===== config.mk =====
export PLATFORM = sky130hd
export DESIGN_NAME = state_enable_csr_unit
export DESIGN_NICKNAME = d
export VERILOG_FILES = /design/src/sv/secu_pkg.sv /design/src/sv/secu_access.sv /design/src/sv/state_enable_csr_unit.sv
export SDC_FILE = /design/constraint.sdc
export NUM_CORES = 1
export LEC_CHECK = 0
export BUFFER_PORTS_ARGS = -buffer_cell sky130_fd_sc_hd__buf_2
export CORE_AREA = 2 2 86 88
export DETAILED_ROUTE_END_ITERATION = 12
export DIE_AREA = 0 0 88 90
export PLACE_DENSITY = 0.76
export SLEW_MARGIN = 20
export SYNTH_ARGS = -nofsm -noshare
export SYNTH_HDL_FRONTEND = slang
export SYNTH_SLANG_ARGS = --single-unit

===== constraint.sdc =====
create_clock -name clock -period 2 [get_ports clock]
set_clock_uncertainty 0.05 [all_clocks]
set_input_delay 0.2 -clock clock [delete_from_list [all_inputs] [get_ports clock]]
set_output_delay 0.2 -clock clock [all_outputs]
set_load 0.1 [all_outputs]

===== src/sv/secu_pkg.sv =====
package secu_pkg;

   localparam int unsigned DataWidth = 64;
   localparam int unsigned AddrWidth = 12;

   // Upper ten bits of the address of each group of four registers.
   localparam logic [9:0] MachineGroup = 10'h0C3;
   localparam logic [9:0] SuperGroup   = 10'h043;
   localparam logic [9:0] HyperGroup   = 10'h183;

   localparam logic [1:0] PrivMachine = 2'd3;

   localparam logic ModeRead  = 1'b0;
   localparam logic ModeWrite = 1'b1;

   localparam int unsigned Se0Pos    = 63;
   localparam int unsigned EnvcfgPos = 62;
   localparam int unsigned SrmcfgPos = 55;

   localparam logic CfgIndexHypPresent = 1'b0;

   typedef struct packed {
      logic                 mode;
      logic [AddrWidth-1:0] csr_addr;
      logic [DataWidth-1:0] wdata;
      logic [1:0]           priv;
      logic                 virt;
   } req_type;

   typedef struct packed {
      logic [DataWidth-1:0] rdata;
      logic                 is_stateen;
      logic                 permitted;
      logic                 denial_virtual;
   } rsp_type;

endpackage


===== src/sv/secu_access.sv =====
module secu_access (
   input  logic             clock,
   input  logic             reset,
   input  logic             valid,
   input  secu_pkg::req_type req,
   input  logic             hyp_present,
   output secu_pkg::rsp_type rsp
);
   import secu_pkg::*;

   // Machine bits are held as {SE0, ENVCFG, SRMCFG}, hypervisor bits as {SE0, ENVCFG}.
   logic [2:0] m_bits_ff, m_bits_in;
   logic [1:0] h_bits_ff, h_bits_in;

   logic       is_m, is_s, is_h, idx_zero, hv;
   logic [2:0] m_raw;
   logic [1:0] h_raw;
   logic       permitted;

   always_comb begin
      is_m     = req.csr_addr[AddrWidth-1:2] == MachineGroup;
      is_s     = req.csr_addr[AddrWidth-1:2] == SuperGroup;
      is_h     = req.csr_addr[AddrWidth-1:2] == HyperGroup;
      idx_zero = req.csr_addr[1:0] == 2'd0;
      hv       = hyp_present && req.virt;
      m_raw    = idx_zero ? m_bits_ff : 3'b000;
      h_raw    = idx_zero ? h_bits_ff : 2'b00;

      rsp = '0;
      rsp.is_stateen = is_m || is_s || is_h;
      if (is_m) begin
         rsp.rdata[Se0Pos]    = m_raw[2];
         rsp.rdata[EnvcfgPos] = m_raw[1];
         rsp.rdata[SrmcfgPos] = m_raw[0];
      end else if (is_h) begin
         rsp.rdata[Se0Pos]    = h_raw[1] && m_raw[2];
         rsp.rdata[EnvcfgPos] = h_raw[0] && m_raw[1];
      end

      if (req.priv == PrivMachine) begin
         permitted = 1'b1;
      end else if (!(is_s || is_h)) begin
         permitted = 1'b0;
      end else if (!m_raw[2]) begin
         permitted = 1'b0;
      end else begin
         permitted = !(hv && !h_raw[1]);
         rsp.denial_virtual = hv && !permitted;
      end
      rsp.permitted = permitted;

      m_bits_in = m_bits_ff;
      h_bits_in = h_bits_ff;
      if (valid && req.mode == ModeWrite && permitted && idx_zero) begin
         if (is_m) begin
            m_bits_in = {req.wdata[Se0Pos], req.wdata[EnvcfgPos], req.wdata[SrmcfgPos]};
         end else if (is_h) begin
            h_bits_in[1] = m_bits_ff[2] ? req.wdata[Se0Pos] : h_bits_ff[1];
            h_bits_in[0] = m_bits_ff[1] ? req.wdata[EnvcfgPos] : h_bits_ff[0];
         end
      end
   end

   always_ff @(posedge clock) begin
      if (reset) begin
         m_bits_ff <= '0;
         h_bits_ff <= '0;
      end else begin
         m_bits_ff <= m_bits_in;
         h_bits_ff <= h_bits_in;
      end
   end

   a_h_se0_needs_m: assert property (@(posedge clock) disable iff (reset)
      (h_bits_ff[1] != $past(h_bits_ff[1])) |-> $past(m_bits_ff[2]))
      else $error("hstateen0 SE0 changed while mstateen0 SE0 was clear");

   a_h_env_needs_m: assert property (@(posedge clock) disable iff (reset)
      (h_bits_ff[0] != $past(h_bits_ff[0])) |-> $past(m_bits_ff[1]))
      else $error("hstateen0 ENVCFG changed while mstateen0 ENVCFG was clear");

   a_denied_no_change: assert property (@(posedge clock) disable iff (reset)
      (valid && !permitted) |=> ($stable(m_bits_ff) && $stable(h_bits_ff)))
      else $error("A denied request altered the enable state.");

endmodule


===== src/sv/state_enable_csr_unit.sv =====
// Channel    | Ports                                   | Direction
// request    | start, busy, req_data                   | in, busy out
// result     | rsp_valid, rsp_data                     | out
// register   | csr_psel .. csr_pready (APB, 32 bits)   | in/out
//
// One request is taken in every cycle; busy stays low.
// A request is registered on entry and its result is registered after the
// decode and masking stage, which also updates the enable bits in request order.
// Reset is synchronous; it clears the enable bits and sets hyp_present to one.
// The result is shown for one cycle and cannot be held off by the receiver.
module state_enable_csr_unit (
   input  logic              clock,
   input  logic              reset,
   input  logic              start,
   output logic              busy,
   input  secu_pkg::req_type req_data,
   output logic              rsp_valid,
   output secu_pkg::rsp_type rsp_data,
   input  logic              csr_psel,
   input  logic              csr_penable,
   input  logic              csr_pwrite,
   input  logic [2:0]        csr_paddr,
   input  logic [31:0]       csr_pwdata,
   output logic [31:0]       csr_prdata,
   output logic              csr_pready
);
   import secu_pkg::*;

   logic    req_valid_ff;
   req_type req_ff;
   logic    rsp_valid_ff;
   rsp_type rsp_ff;
   rsp_type rsp_in;
   logic    hyp_present_ff;
   logic    cfg_write;

   assign busy       = 1'b0;
   assign csr_pready = 1'b1;
   assign cfg_write  = csr_psel && csr_penable && csr_pwrite && csr_pready
                       && (csr_paddr[2] == CfgIndexHypPresent);
   assign csr_prdata = (csr_paddr[2] == CfgIndexHypPresent) ? {31'd0, hyp_present_ff} : 32'd0;

   always_ff @(posedge clock) begin
      if (reset) begin
         hyp_present_ff <= 1'b1;
      end else if (cfg_write) begin
         hyp_present_ff <= csr_pwdata[0];
      end
   end

   always_ff @(posedge clock) begin
      if (reset) begin
         req_valid_ff <= 1'b0;
         rsp_valid_ff <= 1'b0;
      end else begin
         req_valid_ff <= start && !busy;
         rsp_valid_ff <= req_valid_ff;
      end
   end

   always_ff @(posedge clock) begin
      req_ff <= req_data;
      rsp_ff <= rsp_in;
   end

   secu_access u_access (
      .clock       (clock),
      .reset       (reset),
      .valid       (req_valid_ff),
      .req         (req_ff),
      .hyp_present (hyp_present_ff),
      .rsp         (rsp_in)
   );

   assign rsp_valid = rsp_valid_ff;
   assign rsp_data  = rsp_ff;

   a_result_follows: assert property (@(posedge clock) disable iff (reset)
      req_valid_ff |=> rsp_valid)
      else $error("A registered request produced no result.");

   a_permitted_not_virtual: assert property (@(posedge clock) disable iff (reset)
      (rsp_valid && rsp_data.permitted) |-> !rsp_data.denial_virtual)
      else $error("A permitted result also reports a virtual denial.");

   a_foreign_address: assert property (@(posedge clock) disable iff (reset)
      (rsp_valid && !rsp_data.is_stateen) |->
         (rsp_data.rdata == '0 && !rsp_data.denial_virtual))
      else $error("A result for a foreign address carries data or a virtual denial.");

endmodule

Word-level counts from Yosys, hierarchy flattened
Cells that the tools add are included.

cells by class
  bitwise logic cells = 4
  multiplexer cells = 8
  reduce and logical (&&, ||, !) cells = 22
  eq/ne operators = 4

operators by type and width
  cell                   number
  $logic_and A1 B1 Y1    11
  $eq A10 B7 Y1 const B  1
  $eq A10 B8 Y1 const B  1
  $eq A10 B9 Y1 const B  1
  $reduce_and A4 Y1      2
  $mux W2                3
  $mux W1                4
  $not A1 Y1             4
  $reduce_and A2 Y1      2
  $logic_or A1 B1 Y1     3
  $mux W3                1
  $reduce_or A3 Y1       1
  $eq A2 B2 Y1 const B   1
  $logic_not A1 Y1       2
  $logic_not A2 Y1       1

storage, ports and cells
  bits of input ports = 121
  output and inout bits = 102
  register bits after elaboration = 94

Depth between registers and ports, before layout
  depth in word-level cells = 11
  mapped depth = 5
  mapped depth without buffers = 5

Modules after synthesis
Synthesis repeated with hierarchy kept, for this count alone.

second synthesis, totals
  cells, all modules = 309
  area total of the unflattened synthesis = 4252.8 µm²

modules (own cells, without submodules)
  module                 area an instance (µm²)  cells each  times used
  state_enable_csr_unit  3318.2                  192         1
  secu_access            934.6                   117         1

Worst setup path after synthesis
No wires, ideal clock.

  path type = register -> output
  start point = reg hyp_present_ff
  end point = out csr_prdata[0]
  arrival = 1.681 ns
  path buffers = 0
  path slack = 0.069 ns
  stages on the path, launching flop included = 2
  data required time = 1.750 ns
  cell sequence = dfxtp_1 -> nor2b_1

on the way
  cells in the longest elaborated chain, start to end = 1

RTL lines
  item                    line                         text
  start, declared         state_enable_csr_unit.sv:34  logic hyp_present_ff;
  start signal, assigned  state_enable_csr_unit.sv:47  hyp_present_ff <= csr_pwdata[0];
  $mux W1                 state_enable_csr_unit.sv:41  assign csr_prdata = (csr_paddr[2] == CfgIndexHypPresent) ? {31'd0, hyp_present_ff} : 32'd0;
  end, declared           state_enable_csr_unit.sv:24  output logic [31:0] csr_prdata,

No other way between the ends.

Worst setup path after layout
  start point = reg req_ff[68] (netlist bit)
  end point = reg u_access.h_bits_ff[1]

on the way
  cells in the longest elaborated chain, start to end = 11
  elaborated cells on any way between the ends = 12

RTL lines
  item                                    line                         text
  start, declared                         state_enable_csr_unit.sv:30  req_type req_ff;
  start signal, assigned                  state_enable_csr_unit.sv:62  req_ff <= req_data;
  $logic_not A2 Y1 (*)                    secu_access.sv:24            idx_zero = req.csr_addr[1:0] == 2'd0;
  $mux W2                                 secu_access.sv:27            h_raw = idx_zero ? h_bits_ff : 2'b00;
  $logic_not A1 Y1                        secu_access.sv:47            permitted = !(hv && !h_raw[1]);
  $logic_and A1 B1 Y1                     secu_access.sv:47
  $logic_not A1 Y1                        secu_access.sv:47
  $mux W1                                 secu_access.sv:44            end else if (!m_raw[2]) begin
  $mux W1                                 secu_access.sv:42            end else if (!(is_s || is_h)) begin
  $mux W1                                 secu_access.sv:40            if (req.priv == PrivMachine) begin
  $logic_and A1 B1 Y1                     secu_access.sv:54            if (valid && req.mode == ModeWrite && permitted && idx_zero) begin
  $logic_and A1 B1 Y1 (*)                 secu_access.sv:54
  $reduce_and A4 Y1 (no source line) (*)  n/a
  end signal, assigned                    secu_access.sv:70            h_bits_ff <= h_bits_in;
  end, declared                           secu_access.sv:13            logic [1:0] h_bits_ff, h_bits_in;

Every way passes the cells marked *; elsewhere a longest branch is shown, timed or not.
A chain may end at the register's enable or synchronous reset.

==> metrics <==
outcome=finished clean; initial antenna violation count=0; CTS Hold Bufs=19; Site Rows=31; layout cells sized above 1=18.67%; Die Y=90 um; Setup Viol. Count Final=0; commonest cells after routing, fill and taps aside=conb_1, buf_2, dfxtp_1, dlygate4sd3_1, nand2_1; Setup TNS Final=0 ns; Hold Fails Final Rpt=0; Post-synth top flop=dfxtp_1; Worst VDD drop=0.4596 mV; Post-CTS Resized=0; DP Wirelength=1816 um; Final Max Tran Viols=0; first-pass GRT wire length=4422 um; # diodes=0; clk buf depth=2; yosys warns=0; Synth cell types=30; average wire per standard cell=8.318 um; GRT Total Usage=7.127%; DR iter-0 viols=11; CTS H-Tree Depth=2; crit end category=flop; RSZ-0062 raised after global routing=no; I/O Pins=223; arrival time at the worst endpoint=1.90 ns; via count=1125; min-delay worst type=in2reg; Power Density=1055 nW/um2; commonest non-fill, non-tap cell in the layout=conb_1; number of synthesized flops with an enable pin=0; critical path launch point type=flop; FMAX=576.2 MHz; P&R area growth vs syn=12.10%; clock-pin transition on the worst setup and hold timing paths=0.06 ns; CP Class=reg2reg; Post-Syn Area per Cell=9.490 um2; worst skew pair latency=0.28 ns; CTS Buf Count=5; Multi-input gate area=711.9 um2; drt drc=0; CTS tree=done; clock sink count=33; #FFs+latches synth=33; Core Region=7020 um2; Critical Path RT=2.17 ns; filler cell count=711; sequential share of the synthesized area=38.04%; min cycle time layout=1.736 ns; RD Place Congestion=0.8005; initial core utilization=24.74%; die footprint=7920 um2; leakage=0.9767 nW; pin count of the biggest net entering global routing=10; vias in the first global route=985; Total Wirelength=2828 um; pre-CTS WS=0.3404 ns; GRT Residual Overflow=0; drt first pass iters=4; fin worst setup slack=0.2644 ns; # Post-CTS Setup Buffers=0; Mapped Area=1737 um2; Port Buf Inserts=34; CTS Root Cell=clkbuf_8; flip-flop and latch area=660.6 um2; vias per cell=3.309; die width=88 um; final period utilization=86.78%; post-layout util=27.73%; Final ANT Viol Nets=0; number of max-cap violations=0; maximum net fanout on the critical path=5; Syn Inst Count=183; Layout Nets=362; asr flop ratio synth=0%
## through the flow
step	cells	cell area, um2	power, mW	hold WS, ns
6_report	340	1947	2.054	0.08895
5_1_grt	340	1947	2.116	0.1037
4_1_cts	340	1947	2.046	0.08882
3_5_place_dp	314	1670	1.546	0.2536
3_3_place_gp	314	1670	1.544	0.2520
2_1_floorplan	275	2082	1.656	0.1777
## report_power, final
part	switching (mW)	internal, mW
sequential	0.0123	0.682
combinational	0.819	0.0549
clock	0.214	0.272
## logic make-up (layout without fill, tap and decap cells)
group | after synthesis | count (layout) | share of synthesized area (%)
buffers and inverters | 95 | 61 | 40.85
and+or+nand+nor | 35 | 35 | 13.47
DFF | 33 | 33 | 38.04
AOI/OAI and AO/OA | 16 | 16 | 6.052
other | 2 | 94 | 0.4324
muxes | 2 | 2 | 1.153
## layer usage
metal  part of all wire (%)  track usage [%]  vias up
li1                       -                -      520
met1                     32            6.468      498
met2                     55            14.27      102
met3                     12            1.928        5
met4                    1.5            2.692        0
met5                      0                0        -
## critical path: stages (launching register included)
cell and delay [ns]:
dfxtp_1 0.33, nor2_1 0.32, o2111ai_1 0.22, o22a_1 0.26, or3b_1 0.38, a21oi_1 0.12
## worst paths after layout
path / startpoint / to / slack [ns] / depth (start not counted)
worst max-delay path: req_ff[68]$_DFF_P_ / u_access.h_bits_ff[1]$_SDFFE_PP0P_ / 0.26 / 5
worst min register to register: req_ff[58]$_DFF_P_ / u_access.m_bits_ff[0]$_SDFFE_PP0P_ / 0.41 / 2
worst min-delay path: start / req_valid_ff$_SDFF_PP0_ / 0.09 / 2
worst max register to register: req_ff[68]$_DFF_P_ / u_access.h_bits_ff[1]$_SDFFE_PP0P_ / 0.26 / 5
## flip-flops by register name, summed over array words and instances (netlist names)
signal              count
req_ff                 19
rsp_data                6
u_access.m_bits_ff      3
u_access.h_bits_ff      2
hyp_present_ff          1
req_valid_ff            1
rsp_valid               1
## synth_stat cells, types with 2 or more instances
| library cell | number | share of area, % |
|---|---|---|
| a21oi_1 | 6 | 1.7 |
| buf_4 | 94 | 41 |
| conb_1 | 2 | 0.43 |
| dfxtp_1 | 33 | 38 |
| mux2i_1 | 2 | 1.2 |
| nand2_1 | 7 | 1.5 |
| nand2b_1 | 3 | 1.1 |
| nand3_1 | 4 | 1.2 |
| nor2_1 | 4 | 0.86 |
| nor2b_1 | 5 | 1.8 |
| o21ai_0 | 4 | 1.2 |
## final cells by class
cell class / instances / share of cell area, %
sequential: 33 / 33.93
inverter: 1 / 0.1928
multi-input combinational: 147 / 36.57
tap: 99 / 6.362
clock buffer: 7 / 4.434
timing repair buffer: 53 / 18.51
Note: power is estimated with default switching activity, not from simulation.
